`config.mk`:
```
export PLATFORM = sky130hd
export DESIGN_NAME = valve_pulse_positioner
export DESIGN_NICKNAME = d
export VERILOG_FILES = /design/src/vpp_pkg.sv /design/src/vpp_cfg_regs.sv /design/src/vpp_core.sv /design/src/valve_pulse_positioner.sv
export SDC_FILE = /design/constraint.sdc
export NUM_CORES = 1
export LEC_CHECK = 0
export ABC_CLOCK_PERIOD_IN_PS = 6300
export BUFFER_PORTS_ARGS = -buffer_cell sky130_fd_sc_hd__buf_2
export CELL_PAD_IN_SITES_DETAIL_PLACEMENT = 2
export CELL_PAD_IN_SITES_GLOBAL_PLACEMENT = 2
export CORE_MARGIN = 2
export CORE_UTILIZATION = 30
export DETAILED_ROUTE_END_ITERATION = 12
export GPL_ROUTABILITY_DRIVEN = 0
export PLACE_DENSITY_LB_ADDON = 0.1
export SYNTH_ARGS = -nofsm -noshare
export SYNTH_HDL_FRONTEND = slang
export SYNTH_SLANG_ARGS = --single-unit
```
`constraint.sdc`:
```
create_clock -name clk_i -period 6.3 [get_ports clk_i]
set_clock_uncertainty 0.1 [all_clocks]
set_input_delay 0 -clock clk_i [delete_from_list [all_inputs] [get_ports clk_i]]
set_output_delay 0 -clock clk_i [all_outputs]
set_load 0.1 [all_outputs]
```
`src/vpp_pkg.sv`:
```
// Shared types and constants for the valve pulse positioner.
// Used by the config register bank, the step core and the top level.
package vpp_pkg;

  typedef enum logic [1:0] {
    MOTION_HOLD  = 2'd0,
    MOTION_RAISE = 2'd1,
    MOTION_LOWER = 2'd2
  } motion_e;

  localparam int unsigned CfgIdxW  = 3;
  localparam int unsigned CfgDataW = 16;

  localparam logic [CfgIdxW-1:0] REG_RISE_DEADBAND    = 3'd0;
  localparam logic [CfgIdxW-1:0] REG_RISE_STEP_MAX    = 3'd1;
  localparam logic [CfgIdxW-1:0] REG_FALL_DEADBAND    = 3'd2;
  localparam logic [CfgIdxW-1:0] REG_FALL_STEP_MAX    = 3'd3;
  localparam logic [CfgIdxW-1:0] REG_HOLD_TICKS       = 3'd4;
  localparam logic [CfgIdxW-1:0] REG_RISE_EXTRA_TICKS = 3'd5;
  localparam logic [CfgIdxW-1:0] REG_FALL_EXTRA_TICKS = 3'd6;
  localparam logic [CfgIdxW-1:0] REG_PRESSURE_FLOOR   = 3'd7;

  typedef struct packed {
    logic [14:0] rise_deadband;
    logic [14:0] rise_step_max;
    logic [14:0] fall_deadband;
    logic [14:0] fall_step_max;
    logic [15:0] hold_ticks;
    logic [11:0] rise_extra_ticks;
    logic [11:0] fall_extra_ticks;
    logic [15:0] pressure_floor;
  } cfg_t;

  typedef struct packed {
    logic        open_pilot;
    logic        close_pilot;
    motion_e     motion_code;
    logic [14:0] opening_estimate;
    logic        target_snap;
    logic [14:0] snapped_target;
  } result_t;

  localparam logic [15:0] PulseTicksReset = 16'd400;

endpackage

```
`src/vpp_cfg_regs.sv`:
```
// Configuration register bank of the valve pulse positioner.
// Depends on vpp_pkg for the register indexes and the cfg_t bundle.
module vpp_cfg_regs import vpp_pkg::*; (
  input  logic                clk_i,
  input  logic                rst_ni,
  input  logic                cfg_we_i,
  input  logic [CfgIdxW-1:0]  cfg_idx_i,
  input  logic [CfgDataW-1:0] cfg_data_i,
  output cfg_t                cfg_o
);

  cfg_t cfg_q, cfg_d;

  always_comb begin
    cfg_d = cfg_q;
    if (cfg_we_i) begin
      case (cfg_idx_i)
        REG_RISE_DEADBAND:    cfg_d.rise_deadband    = cfg_data_i[14:0];
        REG_RISE_STEP_MAX:    cfg_d.rise_step_max    = cfg_data_i[14:0];
        REG_FALL_DEADBAND:    cfg_d.fall_deadband    = cfg_data_i[14:0];
        REG_FALL_STEP_MAX:    cfg_d.fall_step_max    = cfg_data_i[14:0];
        REG_HOLD_TICKS:       cfg_d.hold_ticks       = cfg_data_i;
        REG_RISE_EXTRA_TICKS: cfg_d.rise_extra_ticks = cfg_data_i[11:0];
        REG_FALL_EXTRA_TICKS: cfg_d.fall_extra_ticks = cfg_data_i[11:0];
        REG_PRESSURE_FLOOR:   cfg_d.pressure_floor   = cfg_data_i;
        default:              cfg_d = cfg_q;
      endcase
    end
  end

  always_ff @(posedge clk_i or negedge rst_ni) begin
    if (!rst_ni) begin
      cfg_q.rise_deadband    <= 15'd50;
      cfg_q.rise_step_max    <= 15'd400;
      cfg_q.fall_deadband    <= 15'd50;
      cfg_q.fall_step_max    <= 15'd400;
      cfg_q.hold_ticks       <= 16'd400;
      cfg_q.rise_extra_ticks <= 12'd30;
      cfg_q.fall_extra_ticks <= 12'd30;
      cfg_q.pressure_floor   <= 16'd50;
    end else begin
      cfg_q <= cfg_d;
    end
  end

  assign cfg_o = cfg_q;

endmodule

```
`src/vpp_core.sv`:
```
// Positioner state machine: motion state, tick counter, opening estimate
// and pulse lengths, advanced once per tick item. Depends on vpp_pkg.
module vpp_core import vpp_pkg::*; (
  input  logic        clk_i,
  input  logic        rst_ni,
  input  logic        step_i,
  input  logic [14:0] target_opening_i,
  input  logic [15:0] line_pressure_i,
  input  logic        start_window_i,
  input  cfg_t        cfg_i,
  output result_t     result_o
);

  motion_e     state_q, state_d;
  logic [15:0] elapsed_q, elapsed_d;
  logic [14:0] pos_q, pos_d;
  logic [15:0] rise_len_q, rise_len_d;
  logic [15:0] fall_len_q, fall_len_d;
  logic        snap;
  logic [14:0] snap_val;

  logic [15:0] elapsed_inc;
  logic [16:0] rise_diff, fall_diff;
  logic        rise_req, fall_req, rise_clamp, fall_clamp, low_press, hold_done;
  logic [14:0] rise_step, fall_step;
  logic [14:0] pos_up, pos_down;

  always_comb begin
    elapsed_inc = (elapsed_q != 16'hFFFF) ? elapsed_q + 16'd1 : elapsed_q;
    rise_diff   = {2'b00, target_opening_i} - {2'b00, pos_q};
    fall_diff   = {2'b00, pos_q} - {2'b00, target_opening_i};
    rise_req    = !rise_diff[16] && (rise_diff[15:0] > {1'b0, cfg_i.rise_deadband});
    fall_req    = !fall_diff[16] && (fall_diff[15:0] > {1'b0, cfg_i.fall_deadband});
    rise_clamp  = rise_diff[14:0] > cfg_i.rise_step_max;
    fall_clamp  = fall_diff[14:0] > cfg_i.fall_step_max;
    rise_step   = rise_clamp ? cfg_i.rise_step_max : rise_diff[14:0];
    fall_step   = fall_clamp ? cfg_i.fall_step_max : fall_diff[14:0];
    pos_up      = pos_q + rise_step;
    pos_down    = pos_q - fall_step;
    low_press   = line_pressure_i < cfg_i.pressure_floor;
    hold_done   = elapsed_inc > cfg_i.hold_ticks;
  end

  // Next state
  always_comb begin
    state_d    = state_q;
    elapsed_d  = elapsed_inc;
    pos_d      = pos_q;
    rise_len_d = rise_len_q;
    fall_len_d = fall_len_q;
    snap       = 1'b0;
    snap_val   = '0;
    if (start_window_i) begin
      // force lower; estimate left alone, counter keeps counting
      state_d = MOTION_LOWER;
    end else begin
      case (state_q)
        MOTION_HOLD: begin
          if (hold_done && rise_req) begin
            if (low_press) begin
              snap     = 1'b1;
              snap_val = pos_q;
            end else begin
              state_d    = MOTION_RAISE;
              elapsed_d  = '0;
              pos_d      = pos_up;
              rise_len_d = {1'b0, rise_step} + {4'd0, cfg_i.rise_extra_ticks};
              snap       = rise_clamp;
              snap_val   = rise_clamp ? pos_up : '0;
            end
          end else if (hold_done && fall_req) begin
            state_d    = MOTION_LOWER;
            elapsed_d  = '0;
            pos_d      = pos_down;
            fall_len_d = {1'b0, fall_step} + {4'd0, cfg_i.fall_extra_ticks};
            snap       = fall_clamp;
            snap_val   = fall_clamp ? pos_down : '0;
          end
        end
        MOTION_RAISE: begin
          if (elapsed_inc > rise_len_q) begin
            state_d   = MOTION_HOLD;
            elapsed_d = '0;
          end
        end
        MOTION_LOWER: begin
          if (elapsed_inc > fall_len_q) begin
            state_d   = MOTION_HOLD;
            elapsed_d = '0;
          end
        end
        default: begin
          state_d   = MOTION_HOLD;
          elapsed_d = '0;
        end
      endcase
    end
  end

  // Outputs follow the new state
  always_comb begin
    result_o.open_pilot       = (state_d == MOTION_HOLD) || (state_d == MOTION_RAISE);
    result_o.close_pilot      = (state_d == MOTION_RAISE);
    result_o.motion_code      = state_d;
    result_o.opening_estimate = pos_d;
    result_o.target_snap      = snap;
    result_o.snapped_target   = snap_val;
  end

  always_ff @(posedge clk_i or negedge rst_ni) begin
    if (!rst_ni) begin
      state_q    <= MOTION_HOLD;
      elapsed_q  <= '0;
      pos_q      <= '0;
      rise_len_q <= PulseTicksReset;
      fall_len_q <= PulseTicksReset;
    end else if (step_i) begin
      state_q    <= state_d;
      elapsed_q  <= elapsed_d;
      pos_q      <= pos_d;
      rise_len_q <= rise_len_d;
      fall_len_q <= fall_len_d;
    end
  end

endmodule

```
`src/valve_pulse_positioner.sv`:
```
// Top level of the valve pulse positioner: input register, step core,
// result register and configuration bank. Depends on vpp_pkg.

// One item is one millisecond tick. The block takes an item every clock while
// the output is not stalled, and returns its result through the input
// register, then the result register; the hold/raise/lower state, tick
// counter and opening estimate close their loop through the core's compare
// and add logic, so back-to-back items see each other's updates. The pilot
// outputs and motion code reflect the state after the tick; when a raise is
// refused for low line pressure or a step is clamped, target_snap is set and
// snapped_target carries the replacement target (zero otherwise). Write the
// configuration registers only while no item is in flight.
module valve_pulse_positioner import vpp_pkg::*; (
  input  logic                clk_i,
  input  logic                rst_ni,
  input  logic                cfg_we_i,
  input  logic [CfgIdxW-1:0]  cfg_idx_i,
  input  logic [CfgDataW-1:0] cfg_data_i,
  input  logic                in_valid_i,
  output logic                in_ready_o,
  input  logic [14:0]         target_opening_i,
  input  logic [15:0]         line_pressure_i,
  input  logic                start_window_i,
  output logic                out_valid_o,
  input  logic                out_ready_i,
  output logic                open_pilot_o,
  output logic                close_pilot_o,
  output logic [1:0]          motion_code_o,
  output logic [14:0]         opening_estimate_o,
  output logic                target_snap_o,
  output logic [14:0]         snapped_target_o
);

  cfg_t        cfg;
  result_t     result, res_q;
  logic        in_valid_q, out_valid_q;
  logic [14:0] target_q;
  logic [15:0] pressure_q;
  logic        window_q;
  logic        out_free, advance, accept;

  assign out_free   = !out_valid_q || out_ready_i;
  assign advance    = in_valid_q && out_free;
  assign in_ready_o = !in_valid_q || out_free;
  assign accept     = in_valid_i && in_ready_o;

  vpp_cfg_regs u_cfg (
    .clk_i      (clk_i),
    .rst_ni     (rst_ni),
    .cfg_we_i   (cfg_we_i),
    .cfg_idx_i  (cfg_idx_i),
    .cfg_data_i (cfg_data_i),
    .cfg_o      (cfg)
  );

  vpp_core u_core (
    .clk_i            (clk_i),
    .rst_ni           (rst_ni),
    .step_i           (advance),
    .target_opening_i (target_q),
    .line_pressure_i  (pressure_q),
    .start_window_i   (window_q),
    .cfg_i            (cfg),
    .result_o         (result)
  );

  always_ff @(posedge clk_i or negedge rst_ni) begin
    if (!rst_ni) begin
      in_valid_q  <= 1'b0;
      out_valid_q <= 1'b0;
    end else begin
      if (accept) begin
        in_valid_q <= 1'b1;
      end else if (advance) begin
        in_valid_q <= 1'b0;
      end
      if (advance) begin
        out_valid_q <= 1'b1;
      end else if (out_ready_i) begin
        out_valid_q <= 1'b0;
      end
    end
  end

  always_ff @(posedge clk_i) begin
    if (accept) begin
      target_q   <= target_opening_i;
      pressure_q <= line_pressure_i;
      window_q   <= start_window_i;
    end
    if (advance) begin
      res_q <= result;
    end
  end

  assign out_valid_o        = out_valid_q;
  assign open_pilot_o       = res_q.open_pilot;
  assign close_pilot_o      = res_q.close_pilot;
  assign motion_code_o      = res_q.motion_code;
  assign opening_estimate_o = res_q.opening_estimate;
  assign target_snap_o      = res_q.target_snap;
  assign snapped_target_o   = res_q.snapped_target;

endmodule
```
### Yosys cells after proc, flatten, opt, wreduce, memory -nomap -nowiden

Cells that the tools add are included.

* bits in registers: 250
* input port bits: 56
* output and inout port bits: 37
* logic and storage cells: 117

* add/subtract/negate cells: 7
* magnitude comparators: 8
* equal/unequal tests: 11
* multiplexer cells: 34
* bitwise gates (word level): 4
* reduce and logical (&&, ||, !) cells: 29

Operators with widths (count)
* 2-to-1 mux 15 bit: 12
* 2-to-1 mux 16 bit: 7
* greater-than comparator 16 bit: 3
* case mux 16 bit (3 select lines): 1
* adder 15 x 12 -> 16 bit: 2
* greater-than comparator 16 x 15 -> 1 bit: 2
* subtractor 15 x 15 -> 16 bit: 2
* greater-than comparator 15 bit: 2
* adder 16 x 1 -> 16 bit (second input constant): 1
* less-than comparator 16 bit: 1
* inequality test 16 bit (second input constant): 1
* AND reduction 2 bit: 8
* adder 15 bit: 1
* subtractor 15 bit: 1
* == test 3 bit (second input constant): 4
* 2-to-1 mux 2 bit: 6
* AND reduction 5 bit: 2
* 2-to-1 mux 1 bit: 7
* == test 3 x 2 -> 1 bit (second input constant): 2
* logical AND 1 bit: 6
* case mux 2 bit (3 select lines): 1
* == test 2 x 1 -> 1 bit (second input constant): 2
* zero test 1 bit: 4
* zero test 2 bit: 2
* 7 further kinds: 13

### Logic depth before layout (Yosys ltp)

* word-level depth: 10
* mapped depth: 30
* depth with buffers taken out: 29

### By module

From an unflattened synthesis, not the netlist that was laid out.

* cells, all modules: 1743
* area total of the unflattened synthesis: 17424.2 sq um

By module, submodules not included
* vpp_core: instances 1, cells an instance 1413, area each 10777.8 sq um
* vpp_cfg_regs: instances 1, cells an instance 255, area each 4530.6 sq um
* valve_pulse_positioner: instances 1, cells an instance 75, area each 2115.8 sq um

### Worst setup path after synthesis

No wires, ideal clock.

* kind: reg2reg
* start point: reg u_core.pos_q[1]
* end point: reg u_core.rise_len_q[12]
* arrival: 6225 ps
* required time: 6065 ps
* path slack: -160 ps
* stages on the path, launching flop included: 26
* path buffers: 2
* cell sequence: dfrtp_1 > ha_1 > nor2b_1 > o31a_1 > o31a_1 > nor4_4 > nor4_1 > or3_1 > ha_1 > a21o_1 > a21oi_1 > o21ai_0 > o21ai_1 > clkbuf_1 > clkbuf_1 > o21ai_0 > fa_1 > a21o_1 > a21oi_1 > nor2b_1 > o21a_1 > o41ai_1 > nor3_1 > or3_1 > xnor2_1 > o21ai_0

* cells in the longest elaborated chain, start to end: 5
* elaborated cells on any way between the ends: 9
* those cells by class: add/sub (2); order compare (2); mux (1); reduce/logical (4)

RTL lines
* start: declaration: RTL line vpp_core.sv:16 `logic [14:0] pos_q, pos_d;`
* start signal: assignment: RTL line vpp_core.sv:120 `pos_q <= pos_d;`
* subtractor 15 x 15 -> 16 bit (*): RTL line vpp_core.sv:30 `rise_diff = {2'b00, target_opening_i} - {2'b00, pos_q};`
* branches (longest 4 deep; another with adder 15 x 12 -> 16 bit)
* end signal: assignment: RTL line vpp_core.sv:115 `rise_len_q <= PulseTicksReset;`
* end signal: assignment: RTL line vpp_core.sv:121 `rise_len_q <= rise_len_d;`
* end: declaration: RTL line vpp_core.sv:17 `logic [15:0] rise_len_q, rise_len_d;`

Every way passes the cells marked *.
A chain may end at the register's enable or synchronous reset.

### Final worst setup path

* start point: reg u_core.pos_q[0]
* end point: reg res_q (netlist bit snapped_target_o[14]) (data pin)

* cells in the longest elaborated chain, start to end: 7
* elaborated cells on any way between the ends: 21
* those cells by class: add/sub (4); order compare (4); mux (7); reduce/logical (6)

RTL lines
* subtractor 15 x 15 -> 16 bit (on tied branches): RTL line vpp_core.sv:31, vpp_core.sv:30
* greater-than comparator 15 bit (on tied branches): RTL line vpp_core.sv:35, vpp_core.sv:34
* 2-to-1 mux 15 bit (on tied branches): RTL line vpp_core.sv:37, vpp_core.sv:36
* subtractor 15 bit or adder 15 bit (tied branches): RTL line vpp_core.sv:39, vpp_core.sv:38
* 2-to-1 mux 15 bit (on tied branches): RTL line vpp_core.sv:77, vpp_core.sv:69
* 2-to-1 mux 15 bit (on tied branches): RTL line vpp_core.sv:71, vpp_core.sv:60
* 2-to-1 mux 15 bit (*): RTL line vpp_core.sv:59 `if (hold_done && rise_req) begin`
* end signal: assignment: RTL line valve_pulse_positioner.sv:92 `res_q <= result;`
* end: declaration: RTL line valve_pulse_positioner.sv:35 `result_t result, res_q;`

Mark *: on every way between the ends. The rest lies on a longest branch, timed or not.

==> flow_metrics.tcl <==
set metrics [dict create \
    outcome "completed" \
    setup_total_negative_slack_ns 0 \
    fp.dieH_um 245 \
    syn2layout_area_growth_pct 34.5 \
    netlist_area_before_placement_um2 17400 \
    io_pins 93 \
    worstMarginPinSlew_ns 1.11 \
    design.core.area_um2 57500 \
    ir_worst_vdd_mv 0.292 \
    nNetsFinal 2531 \
    grt_first_pass_wirelength_um 107000 \
    drc 0 \
    htree_levels 2 \
    synth_cells 1830 \
    grt_setup_unrepaired "yes" \
    fin_crit_ns 6.19 \
    grt_max_degree 91 \
    global_route.usage.total_pct 24.0 \
    synth_largest_area_cell "sky130_fd_sc_hd__dfrtp_1" \
    clock_path_buffers 3 \
    avgSynthCellArea_um2 9.48 \
    clock_transition_at_the_register_clock_pins_on_the_worst_setup_and_hold_paths_after_cts_ns 0.06 \
    multi_input_comb_area_um2 10400 \
    cp.arrival_ns 6.46 \
    grt_overflow 0 \
    design.die.area_um2 59800 \
    drive_above_1_share_pct 31.2 \
    drv.max_cap_violation_count 0 \
    capturing_element_type_of_the_critical_path "flop" \
    regToRegEndpoint "snapped_target_o[14]$_SDFFCE_PP0P_" \
    timing_max_transition_violations_final 0 \
    seq_area_frac_synth_pct 38.2 \
    crit_path_start_kind "flop" \
    numClockSinks 250 \
    layout.filler_cells 6266 \
    critical-path-slowest-cell "sky130_fd_sc_hd__fa_2" \
    tritoncts "done" \
    netlist_top_cells_area "sky130_fd_sc_hd__dfrtp_1 22%, sky130_fd_sc_hd__ha_1 15%, sky130_fd_sc_hd__edfxtp_1 12%, sky130_fd_sc_hd__mux2_2 5.8%, sky130_fd_sc_hd__dfstp_2 4.8%" \
    root_buffer_master "sky130_fd_sc_hd__clkbuf_16" \
    fin_worst_hold_slack_ns 0.0206 \
    wirelength_um 71700 \
    setup_viol 0 \
    worst_hold_path_type "in2async" \
    slowest_delay_ns 0.42 \
    synth_cell_types 79 \
    register_area_um2 6630 \
    timing.reg2reg.worst_path_depth 31 \
    portBuffers 92 \
    ys_seq_elements 250 \
    finalHoldViolCount 0 \
    routedWlPerCell_um 23.5 \
    fmax_ghz 0.162 \
    mappedNetlistNets 2100 \
    synth-edff-count 67 \
    synthDominantCellAreaShare_pct 21.8 \
    fin_crit_sh_pct 98.2 \
    critical_path_class "reg2reg" \
    cts-buffers-inserted 34 \
    first_global_vias 17200 \
    initial_utilization_pct 30.2 \
    detailroute.via_count 15600 \
    p_per_area_nw_per_um2 584 \
    final_common_cell "sky130_fd_sc_hd__buf_4" \
    yosys_most_used_dff "sky130_fd_sc_hd__dfrtp_1" \
    ant_nets 0 \
    drt_pre_antenna_iters 4 \
    reg2reg_from "u_core.pos_q[0]$_DFFE_PN0P_" \
    critical-path-top-cell-by-count "sky130_fd_sc_hd__buf_4" \
    leakage_nw 10.8 \
    grt_antenna_before_repair 6 \
    synthArstFlopShare_pct 73.2 \
    die_w_um 245 \
    place_hpwl_um 54700 \
    yosysWarningCount 0 \
    via_per_inst 5.12 \
    drtIter0Drc 719 \
    insertion_delay_ns 0.56 \
    antenna-diode-count 0 \
    path_max_fanout 7 \
    r2r_slack_ns 0.11 \
    timing.critical_path.required_ns 6.57 \
    slew_headroom_pct 26.2 \
    commonest_cells_after_routing_fill_and_taps_aside "305 x sky130_fd_sc_hd__buf_4, 194 x sky130_fd_sc_hd__ha_1, 188 x sky130_fd_sc_hd__inv_1" \
    core.rowCount 88 \
]
final cells by class:
type | instances | share of cell area, %
Sequential cell | 250 | 28.4
Multi-Input combinational cell | 1317 | 44.7
Timing Repair Buffer | 460 | 14.6
Clock buffer | 47 | 4.15
Inverter | 198 | 3.20
Tap cell | 765 | 4.10
Clock inverter | 15 | 0.777
power by group:
| group | switching, W | total [W] | internal, W |
|---|---|---|---|
| Combinational | 0.00522 | 0.00936 | 0.00414 |
| Clock | 0.000816 | 0.00203 | 0.00121 |
| Sequential | 0.000223 | 0.00224 | 0.00202 |
| Total | 0.00626 | 0.0136 | 0.00736 |
kinds of logic after synthesis:
family / Yosys count / synth area share (%)
muxes: 118 / 7.48
xor gates and xnor gates: 86 / 4.34
buffers and inverters: 263 / 5.85
and+or+nand+nor: 455 / 12.4
adders and majority gates: 214 / 15.7
AOI/OAI and AO/OA: 444 / 16.0
DFF: 250 / 38.2
worst max path at each step:
stage                           startpoint                            endpoint  slack [ns]  cells after the start
2_1_floorplan  u_core.pos_q[1]$_DFFE_PN0P_  snapped_target_o[14]$_SDFFCE_PP0P_        0.02                     26
3_3_place_gp   u_core.pos_q[0]$_DFFE_PN0P_    opening_estimate_o[14]$_DFFE_PP_       -0.15                     32
3_5_place_dp   u_core.pos_q[0]$_DFFE_PN0P_  snapped_target_o[14]$_SDFFCE_PP0P_       -0.48                     27
4_1_cts        u_core.pos_q[0]$_DFFE_PN0P_    opening_estimate_o[12]$_DFFE_PP_        0.01                     33
5_1_grt        u_core.pos_q[0]$_DFFE_PN0P_  snapped_target_o[14]$_SDFFCE_PP0P_       -0.13                     31
6_report       u_core.pos_q[0]$_DFFE_PN0P_  snapped_target_o[14]$_SDFFCE_PP0P_        0.11                     31
synth_stat cells (all sizes together) (10+ instances only):
cell type	number
nor4	11
o211ai	12
ha	208
o21a	20
mux2i	25
nand2	164
clkbuf	46
nand4	28
nand3	34
mux2	93
o31ai	10
or3	11
a211oi	16
dfstp	32
nor2b	16
o21ai	142
a21oi	113
xnor2	54
edfxtp	67
xor2	32
dfrtp	151
nor2	104
a31oi	10
inv	196
nand2b	21
buf	19
a21o	40
nor3	26
sequential cells by signal, summed over array words and instances, names as in the netlist, 2 cells and up:
name and cells:
u_core.state_q 2, pressure_q 16, u_core.fall_len_q 16, target_q 15, opening_estimate_o 15, snapped_target_o 15, u_core.rise_len_q 16, u_cfg.cfg_o 116
u_core.elapsed_q 16, motion_code_o 2, u_core.pos_q 15
timing repair:
action,CTS,global route
hold buffers,55,0
cloned,0,0
setup endpoints to repair,31,41
setup buffers,14,32
pin swaps,26,72
hold endpoints to repair,238,0
gates resized for setup,52,109
routing by layer:
metal | global-route usage (%) | vias to the layer above | routed length [µm]
li1 | - | 7350 | -
met5 | 0 | - | 0
met3 | 3.46 | 89 | 2510
met1 | 31.8 | 7959 | 33000
met4 | 5.81 | 0 | 1670
met2 | 41.1 | 233 | 34500
through the flow:
stage	cell area (µm²)	util (%)	std cells	setup slack (ns)	total power, W
2_1_floorplan	17400	-	1830	0.0210	0.00671
3_3_place_gp	20600	35.9	2894	-0.151	0.0103
3_5_place_dp	20600	35.9	2894	-0.478	0.0106
4_1_cts	22600	39.4	3025	0.00980	0.0131
5_1_grt	23300	40.6	3052	-0.131	0.0146
6_report	23300	40.6	3052	0.113	0.0136
critical path: cells and delay by family, from the launching register on:
kind,cells,cell delay (ns)
AOI/OAI and AO/OA,13,2.27
buffers and inverters,5,0.77
DFF,1,0.39
adders and majority gates,4,1.11
xor gates and xnor gates,1,0.19
and+or+nand+nor,7,0.85
muxes,1,0.31
Power figures use the tool's default switching activity.
